<file path="src/sv/byte_alu_with_flag_selects_assert.svh">
// Assertion macros for the byte ALU with flag selects.
// Used by the top level; no other dependencies.
`ifndef BYTE_ALU_WITH_FLAG_SELECTS_ASSERT_SVH
`define BYTE_ALU_WITH_FLAG_SELECTS_ASSERT_SVH

// Same-cycle implication, checked outside reset.
`define BAFS_ASSERT_NOW(label, clk, rst_n, ante, cons, msg) \
  label: assert property (@(posedge clk) disable iff (!(rst_n)) (ante) |-> (cons)) \
    else $error(msg);

// Next-cycle implication, checked outside reset.
`define BAFS_ASSERT_NEXT(label, clk, rst_n, ante, cons, msg) \
  label: assert property (@(posedge clk) disable iff (!(rst_n)) (ante) |=> (cons)) \
    else $error(msg);

`endif

</file>
<file path="src/sv/bafs_pkg.sv">
// Shared types and select codes for the byte ALU with flag selects.
// No dependencies; used by the datapath and the top level.
package bafs_pkg;

  // Shift stage selects.
  typedef enum logic [1:0] {
    SHIFT_PASS = 2'd0,
    SHIFT_ROR  = 2'd1,
    SHIFT_ASR  = 2'd2,
    SHIFT_ZERO = 2'd3
  } shift_sel_e;

  // Logic stage selects; the remaining codes give zero.
  typedef enum logic [3:0] {
    LOGIC_ZERO     = 4'd0,
    LOGIC_ONES     = 4'd1,
    LOGIC_LEFT     = 4'd2,
    LOGIC_RIGHT    = 4'd3,
    LOGIC_NOT_LEFT = 4'd4,
    LOGIC_NOT_RIGHT = 4'd5,
    LOGIC_OR       = 4'd6,
    LOGIC_AND      = 4'd7,
    LOGIC_XOR      = 4'd8
  } logic_sel_e;

  // Adder carry-in selects; the spare code gives zero.
  typedef enum logic [1:0] {
    CIN_ZERO  = 2'd0,
    CIN_CARRY = 2'd1,
    CIN_ONE   = 2'd2
  } cin_sel_e;

  // Carry flag selects; the spare codes keep the flag.
  typedef enum logic [2:0] {
    CARRY_ONE   = 3'd0,
    CARRY_SHIFT = 3'd1,
    CARRY_SUM   = 3'd2,
    CARRY_ZERO  = 3'd3,
    CARRY_KEEP  = 3'd4
  } carry_sel_e;

  // Zero, overflow and negative flag selects.
  typedef enum logic [1:0] {
    FLAG_ONE  = 2'd0,
    FLAG_CALC = 2'd1,
    FLAG_ZERO = 2'd2,
    FLAG_KEEP = 2'd3
  } flag_sel_e;

  // Interrupt enable selects; the spare code keeps the flag.
  typedef enum logic [1:0] {
    INT_ONE  = 2'd0,
    INT_ZERO = 2'd1,
    INT_KEEP = 2'd2
  } int_sel_e;

  // Flag word, carry in the top bit down to interrupt enable in bit 0.
  typedef struct packed {
    logic carry;
    logic zero;
    logic overflow;
    logic negative;
    logic interrupt;
  } flags_t;

  // One operation as held in the input register.
  typedef struct packed {
    logic [7:0] left;
    logic [7:0] right;
    shift_sel_e shift_sel;
    logic_sel_e logic_sel;
    cin_sel_e   cin_sel;
    carry_sel_e carry_sel;
    flag_sel_e  zero_sel;
    flag_sel_e  overflow_sel;
    flag_sel_e  negative_sel;
    int_sel_e   interrupt_sel;
    flags_t     flags;
  } item_t;

  // Result byte and new flags from the datapath.
  typedef struct packed {
    logic [7:0] result;
    flags_t     flags;
  } alu_out_t;

endpackage

</file>
<file path="src/sv/byte_alu_with_flag_selects.sv">
// Byte ALU with flag selects: input register, datapath, result register.
// Flow: an accepted transaction is held in the input register, passes the datapath and
// is captured in the result register, which drives the result ports.
// Throughput: one transaction per cycle; busy_o stays low, so start_i may be high every cycle.
// done_o marks each result for exactly one cycle; the receiver cannot stall it.
// Reset (rst_ni low, asynchronous) clears the valid bits of both registers.
// Depends on bafs_pkg, bafs_datapath and byte_alu_with_flag_selects_assert.svh.
`include "byte_alu_with_flag_selects_assert.svh"

module byte_alu_with_flag_selects (
  input  logic       clk_i,
  input  logic       rst_ni,
  input  logic       start_i,
  output logic       busy_o,
  input  logic [7:0] left_operand_i,
  input  logic [7:0] right_operand_i,
  input  logic [1:0] shift_sel_i,
  input  logic [3:0] logic_sel_i,
  input  logic [1:0] carry_in_sel_i,
  input  logic [2:0] carry_sel_i,
  input  logic [1:0] zero_sel_i,
  input  logic [1:0] overflow_sel_i,
  input  logic [1:0] negative_sel_i,
  input  logic [1:0] interrupt_sel_i,
  input  logic [4:0] flags_now_i,
  output logic       done_o,
  output logic [7:0] result_byte_o,
  output logic       carry_out_o,
  output logic       zero_out_o,
  output logic       overflow_out_o,
  output logic       negative_out_o,
  output logic       interrupt_out_o
);

  bafs_pkg::item_t    item_d;
  bafs_pkg::item_t    item_q;
  logic               in_valid_q;
  bafs_pkg::alu_out_t alu_d;
  bafs_pkg::alu_out_t alu_q;
  logic               done_q;
  logic               accept;

  // The block never holds a transaction off.
  assign busy_o = 1'b0;
  assign accept = start_i && !busy_o;

  // Gather the input ports into one operation.
  always_comb begin
    item_d.left          = left_operand_i;
    item_d.right         = right_operand_i;
    item_d.shift_sel     = bafs_pkg::shift_sel_e'(shift_sel_i);
    item_d.logic_sel     = bafs_pkg::logic_sel_e'(logic_sel_i);
    item_d.cin_sel       = bafs_pkg::cin_sel_e'(carry_in_sel_i);
    item_d.carry_sel     = bafs_pkg::carry_sel_e'(carry_sel_i);
    item_d.zero_sel      = bafs_pkg::flag_sel_e'(zero_sel_i);
    item_d.overflow_sel  = bafs_pkg::flag_sel_e'(overflow_sel_i);
    item_d.negative_sel  = bafs_pkg::flag_sel_e'(negative_sel_i);
    item_d.interrupt_sel = bafs_pkg::int_sel_e'(interrupt_sel_i);
    item_d.flags         = bafs_pkg::flags_t'(flags_now_i);
  end

  // Input register valid bit.
  always_ff @(posedge clk_i or negedge rst_ni) begin
    if (!rst_ni) begin
      in_valid_q <= 1'b0;
    end else begin
      in_valid_q <= accept;
    end
  end

  // Input register payload.
  always_ff @(posedge clk_i) begin
    if (accept) begin
      item_q <= item_d;
    end
  end

  bafs_datapath u_datapath (
    .item_i (item_q),
    .alu_o  (alu_d)
  );

  // Result register valid bit.
  always_ff @(posedge clk_i or negedge rst_ni) begin
    if (!rst_ni) begin
      done_q <= 1'b0;
    end else begin
      done_q <= in_valid_q;
    end
  end

  // Result register payload.
  always_ff @(posedge clk_i) begin
    if (in_valid_q) begin
      alu_q <= alu_d;
    end
  end

  assign done_o          = done_q;
  assign result_byte_o   = alu_q.result;
  assign carry_out_o     = alu_q.flags.carry;
  assign zero_out_o      = alu_q.flags.zero;
  assign overflow_out_o  = alu_q.flags.overflow;
  assign negative_out_o  = alu_q.flags.negative;
  assign interrupt_out_o = alu_q.flags.interrupt;

  // An accepted transaction is staged, then moves to the result register at the next edge.
  `BAFS_ASSERT_NEXT(a_accept_to_stage, clk_i, rst_ni, accept, in_valid_q,
                    "accepted transaction lost")
  `BAFS_ASSERT_NEXT(a_stage_to_done, clk_i, rst_ni, in_valid_q, done_o,
                    "staged transaction lost")
  // A computed zero flag matches the registered result byte.
  `BAFS_ASSERT_NEXT(a_zero_calc, clk_i, rst_ni,
                    in_valid_q && item_q.zero_sel == bafs_pkg::FLAG_CALC,
                    zero_out_o == (result_byte_o == 8'h00), "computed zero flag wrong")
  // A computed negative flag matches the sign of the result byte.
  `BAFS_ASSERT_NEXT(a_neg_calc, clk_i, rst_ni,
                    in_valid_q && item_q.negative_sel == bafs_pkg::FLAG_CALC,
                    negative_out_o == result_byte_o[7], "computed negative flag wrong")

endmodule

</file>
<file path="src/sv/bafs_datapath.sv">
// Combinational datapath of the byte ALU: shift and logic stages, adder, flag selection.
// Depends on bafs_pkg.
module bafs_datapath (
  input  bafs_pkg::item_t    item_i,
  output bafs_pkg::alu_out_t alu_o
);

  logic [7:0] sh;
  logic [7:0] lg;
  logic       cin;
  logic [8:0] sum;
  logic [7:0] res;
  logic       z_calc;
  logic       v_calc;
  logic       n_calc;

  // Picks one of forced one, computed, forced zero or kept.
  function automatic logic pick_flag(bafs_pkg::flag_sel_e sel, logic calc, logic kept);
    logic val;
    unique case (sel)
      bafs_pkg::FLAG_ONE:  val = 1'b1;
      bafs_pkg::FLAG_CALC: val = calc;
      bafs_pkg::FLAG_ZERO: val = 1'b0;
      default:             val = kept;
    endcase
    return val;
  endfunction

  // Shift stage on the left operand.
  always_comb begin
    unique case (item_i.shift_sel)
      bafs_pkg::SHIFT_PASS: sh = item_i.left;
      bafs_pkg::SHIFT_ROR:  sh = {item_i.flags.carry, item_i.left[7:1]};
      bafs_pkg::SHIFT_ASR:  sh = {item_i.left[7], item_i.left[7:1]};
      default:              sh = 8'h00;
    endcase
  end

  // Logic stage on both operands.
  always_comb begin
    unique case (item_i.logic_sel)
      bafs_pkg::LOGIC_ONES:      lg = 8'hff;
      bafs_pkg::LOGIC_LEFT:      lg = item_i.left;
      bafs_pkg::LOGIC_RIGHT:     lg = item_i.right;
      bafs_pkg::LOGIC_NOT_LEFT:  lg = ~item_i.left;
      bafs_pkg::LOGIC_NOT_RIGHT: lg = ~item_i.right;
      bafs_pkg::LOGIC_OR:        lg = item_i.left | item_i.right;
      bafs_pkg::LOGIC_AND:       lg = item_i.left & item_i.right;
      bafs_pkg::LOGIC_XOR:       lg = item_i.left ^ item_i.right;
      default:                   lg = 8'h00;
    endcase
  end

  // Adder carry-in.
  always_comb begin
    unique case (item_i.cin_sel)
      bafs_pkg::CIN_CARRY: cin = item_i.flags.carry;
      bafs_pkg::CIN_ONE:   cin = 1'b1;
      default:             cin = 1'b0;
    endcase
  end

  // Adder and computed flags.
  assign sum    = {1'b0, sh} + {1'b0, lg} + {8'h00, cin};
  assign res    = sum[7:0];
  assign z_calc = (res == 8'h00);
  assign v_calc = (sh[7] == lg[7]) && (res[7] != sh[7]);
  assign n_calc = res[7];

  // New flags as their selects say.
  always_comb begin
    alu_o.result = res;
    unique case (item_i.carry_sel)
      bafs_pkg::CARRY_ONE:   alu_o.flags.carry = 1'b1;
      bafs_pkg::CARRY_SHIFT: alu_o.flags.carry = item_i.left[0];
      bafs_pkg::CARRY_SUM:   alu_o.flags.carry = sum[8];
      bafs_pkg::CARRY_ZERO:  alu_o.flags.carry = 1'b0;
      default:               alu_o.flags.carry = item_i.flags.carry;
    endcase
    alu_o.flags.zero     = pick_flag(item_i.zero_sel, z_calc, item_i.flags.zero);
    alu_o.flags.overflow = pick_flag(item_i.overflow_sel, v_calc, item_i.flags.overflow);
    alu_o.flags.negative = pick_flag(item_i.negative_sel, n_calc, item_i.flags.negative);
    unique case (item_i.interrupt_sel)
      bafs_pkg::INT_ONE:  alu_o.flags.interrupt = 1'b1;
      bafs_pkg::INT_ZERO: alu_o.flags.interrupt = 1'b0;
      default:            alu_o.flags.interrupt = item_i.flags.interrupt;
    endcase
  end

endmodule

</file>
<file path="config.mk">
export PLATFORM = sky130hd
export DESIGN_NAME = byte_alu_with_flag_selects
export DESIGN_NICKNAME = d
export VERILOG_FILES = /design/src/sv/bafs_pkg.sv /design/src/sv/byte_alu_with_flag_selects.sv /design/src/sv/bafs_datapath.sv
export VERILOG_INCLUDE_DIRS = /design/src /design/src/sv
export SDC_FILE = /design/constraint.sdc
export NUM_CORES = 1
export LEC_CHECK = 0
export BUFFER_PORTS_ARGS = -buffer_cell sky130_fd_sc_hd__buf_2
export CORE_MARGIN = 2
export CORE_UTILIZATION = 55
export CTS_CLUSTER_DIAMETER = 30
export DETAILED_ROUTE_END_ITERATION = 8
export GPL_ROUTABILITY_DRIVEN = 0
export PLACE_DENSITY = 0.79
export SYNTH_ARGS = -nofsm -noshare
export SYNTH_HDL_FRONTEND = slang
export SYNTH_SLANG_ARGS = --single-unit
</file>
<file path="constraint.sdc">
create_clock -name clk_i -period 4.05 [get_ports clk_i]
set_input_delay 1.0125 -clock clk_i [delete_from_list [all_inputs] [get_ports clk_i]]
set_output_delay 1.0125 -clock clk_i [all_outputs]
set_load 0.03 [all_outputs]
</file>
; Yosys cells after proc, flatten, opt, wreduce, memory -nomap -nowiden
; Cells that the tools add are included.
[op_classes]
eq_ne = 24
bitwise = 5
n_addsub = 2
muxes = 8
n_reduce_logical = 8
[op_table]
columns = op, count
row1 = $pmux 8 s8, 1
row2 = $pmux 8 s3, 1
row3 = $eq 4x3->1 const B, 4
row4 = $not 8->8, 2
row5 = $eq 2x1->1 const B, 6
row6 = $eq 2x2->1 const B, 5
row7 = $logic_not 2->1, 5
row8 = $add 8x8->9, 1
row9 = $add 9x1->9, 1
row10 = $pmux 1 s3, 3
row11 = $and 8x8->8, 1
row12 = $eq 4x2->1 const B, 2
row13 = $logic_not 8->1, 1
row14 = $or 8x8->8, 1
row15 = $xor 8x8->8, 1
row16 = $eq 3x2->1 const B, 2
row17 = $eq 4x1->1 const B, 1
row18 = $eq 4x4->1 const B, 1
row19 = $pmux 1 s2, 2
row20 = $pmux 1 s4, 1
row21 = $eq 3x1->1 const B, 1
row22 = $logic_not 3->1, 1
row23 = $eq 1x1->1, 1
row24 = $logic_and 1x1->1, 1
row25 = $ne 1x1->1, 1
[word_totals]
output_inout_bits = 15
in_bits = 43
wordCells = 70
reg_bits = 55

; Longest topological paths before layout
[logic_depth]
word_depth = 7
ltp_mapped = 13
ltp_nobuf = 13

; Hierarchy
; Synthesis repeated with hierarchy kept, for this count alone.
[hier_totals]
cells_unflattened = 267
area_unflattened_um2 = 3054.2
[by_module_without_submodules]
columns = module, n_inst, area_each_um2, cells_per_inst, seq_area_each_um2
row1 = byte_alu_with_flag_selects, 1, 1652.8, 57, 1641.6
row2 = bafs_datapath, 1, 1401.3, 210, 0.0

; Least setup slack after synthesis
; OpenSTA, ideal clock, no wires.
[synth_timing]
path_kind = flip-flop to flip-flop
from = reg item_q[19] (netlist bit)
to = reg alu_q (netlist bit zero_out_o), data pin
setup_time_ps = 131
setup_slack_ps = 919
stages_incl_launch_ff = 13
arrival_time_ps = 3000
period_less_slack_ps = 3131
cell_sequence = edfxtp_1 buf_2 clkbuf_1 o211ai_1 o311ai_0 o21ai_0 a32o_1 fa_1 fa_1 xor2_1 or4_1 nor4_2 a31o_1
[synth_lines]
columns = element, line
row1 = "start, declared", byte_alu_with_flag_selects.sv:36  ; bafs_pkg::item_t item_q;
row2 = "start signal, assigned", byte_alu_with_flag_selects.sv:74  ; item_q <= item_d;
row3 = "end signal, assigned", byte_alu_with_flag_selects.sv:95  ; alu_q <= alu_d;
row4 = "end, declared", byte_alu_with_flag_selects.sv:39  ; bafs_pkg::alu_out_t alu_q;

==> metrics <==
Area Growth Syn to Fin 14.0%; largest net degree at the start of global routing 42; max-slew violations 0; status completed; post-synthesis cell area 3040 µm²; Critical Path RT 4.12 ns; total track usage 18.9%; IO buf count 56; DRC viols 0; unique cell type count in the Yosys netlist 49; WHS 0.467 ns; diodes inserted 0; clock skew 0.0102 ns; GR Util met2 30.9%; min Tclk post-route 3.61 ns; placed instance count 376; final hold viol count 0; Antenna Nets Post-Route 0; Setup crit end kind register; most frequent cells in the layout buf_2 (56), edfxtp_1 (53), inv_1 (25), ha_1 (25), a21oi_1 (23); GR peak layer met2; WL per Instance 14.4 µm; layout cells sized above 1 23.4%; Post-synth top flop edfxtp_1; CTS resizes 0; Critical Path AT 3.68 ns; sum of negative setup slack 0 ns; Worst-Margin Slew 0.862 ns; Final Setup Violations 0; H-tree depth 2; Worst Path Max Fanout 18; Setup Buffers After CTS 0; core area 5410 µm²; Pwr per Cell Area 416 nW/µm²; final non-filler cell total 384; CTS max path bufs 2; Mean Syn Cell Area 11.8 µm²; EDFF count, synth 53; Die Ht 78.3 µm; total CTS buffers 5; Skew-Pair Late Insertion Delay 0.32 ns; antenna violations before repair 0; syn nets 328; drt via density 5.54; Ys Warns 0; met3 usage 3.91%; most common cell after layout, fill and taps aside buf_2; RSZ-0062 raised after global routing no; max_slew headroom 42.5%; grt total ovfl 0; initial core utilization 56.2%; Final Cycle Share 89.1%; I/O pins 58; Via Count 2129; initial DRC count 127; first-pass GRT wire length 8.90 mm; Setup Crit Path Kind reg -> reg; CTS Root Cell clkbuf_8; vias in the first global route 1972; clock sink count 55; Max Fclk 0.277 GHz; DIE WIDTH 78.3 µm; Mapped Cells 258; worst vdd ir 0.227 mV; final worst slack 0.440 ns; drt total wl 5.51 mm; asr flop ratio synth 3.64%; R2R cell count 10; hold crit path type in -> async; sum of internal, switching and leakage power 1440 µW; hpwl dp 4.03 mm; post-synthesis register bit count 55; Pleak 0.00149 µW; CTS tree yes; CTS Hold Buffers Added 0; Clk pin slew, worst setup/hold paths 0.09 ns; Seq/Total Area, Yosys 54.0%; crit path launch type register; pre-CTS setup slack 0.485 ns; nets 381; M1 GR Usage 25.3%; Max-cap violations 0; Die Area 6130 µm²; Core Rows 27; Filler cells 465; First-pass DRT Iterations 4
==> through the flow <==
stage	utilization, %	cell area (µm²)
after floorplan	-	3040
after global placement	62.4	3370
after detailed placement	62.4	3370
after CTS	64.1	3460
after global routing	64.1	3460
final	64.1	3460
==> power by group <==
part,switching (µW),internal (µW)
combinational,227,149
clock,184,125
sequential,49.9,705
==> critical path: stages (launching register included) <==
cell and delay (ns):
edfxtp_1 0.75, nor2b_1 0.51, a22oi_1 0.13, o22a_1 0.20
o221ai_1 0.33, ha_1 0.30, a211oi_1 0.42, o31ai_4 0.14
xnor2_1 0.26, nor4_2 0.09, a31o_1 0.22
==> synthesized netlist by cell type, types with 2 or more instances <==
library cell / count / area share (%)
edfxtp_1: 53 / 52
ha_1: 25 / 10
inv_1: 25 / 3.1
a21oi_1: 23 / 3.8
nor2_1: 22 / 2.7
nand2_1: 8 / 0.99
nand3_1: 8 / 1.3
clkbuf_1: 7 / 0.87
o221ai_1: 7 / 2.0
a22oi_1: 6 / 1.5
o21ai_0: 6 / 0.99
o22a_1: 6 / 1.7
mux2i_1: 5 / 1.6
a22o_1: 4 / 1.2
xor2_1: 4 / 1.2
a211oi_1: 3 / 0.74
a21o_1: 3 / 0.74
buf_2: 3 / 0.49
nand2b_1: 3 / 0.62
nor2b_1: 3 / 0.62
a31oi_1: 2 / 0.41
dfrtp_1: 2 / 1.6
fa_1: 2 / 1.3
nor3b_1: 2 / 0.49
xnor2_1: 2 / 0.58
==> final cells by class <==
cell class	instances	area, µm²	area share [%]
Clock buffer	5	68.8	1.99
Clock inverter	3	23.8	0.686
Inverter	25	93.8	2.71
Multi-Input combinational cell	166	1250	36.1
Sequential cell	55	1640	47.4
Tap cell	72	90.1	2.60
Timing Repair Buffer	58	295	8.53
==> worst paths after layout <==
kind / start / endpoint / slack, ns
min in group clk_i: item_q[0] / interrupt_out_o / 0.54
worst min register to register: item_q[0] / interrupt_out_o / 0.54
worst max register to register: item_q[19] / zero_out_o / 0.44
max in group asynchronous: rst_ni / done_o / 3.49
worst min-delay path: rst_ni / in_valid_q / 0.47
worst max-delay path: item_q[19] / zero_out_o / 0.44
==> cells by family after synthesis <==
family                   Yosys count  synth area share, %
other                              1                0.123
XOR/XNOR                           6                 1.73
adder cells (fa/ha/maj)           27                 11.6
AO/OA/AOI/OAI                     72                 16.7
flip-flops                        55                 54.0
multiplexers                       6                 2.02
AND/OR/NAND/NOR                   54                 8.94
buffers and inverters             37                 4.82
==> flip-flops by register name, summed over array words and instances (netlist names) <==
signal           count
result_byte_o        8
zero_out_o           1
carry_out_o          1
item_q              40
overflow_out_o       1
done_o               1
interrupt_out_o      1
negative_out_o       1
in_valid_q           1
==> layer usage <==
metal  wire [µm]  share of wire (%)  vias up
met1        2400                 43      987
met5           0                  0        -
met4          96                1.7        0
met3         354                6.4       10
met2        2670                 48       71
li1            -                  -     1061
(Power assumes the default switching activity.)
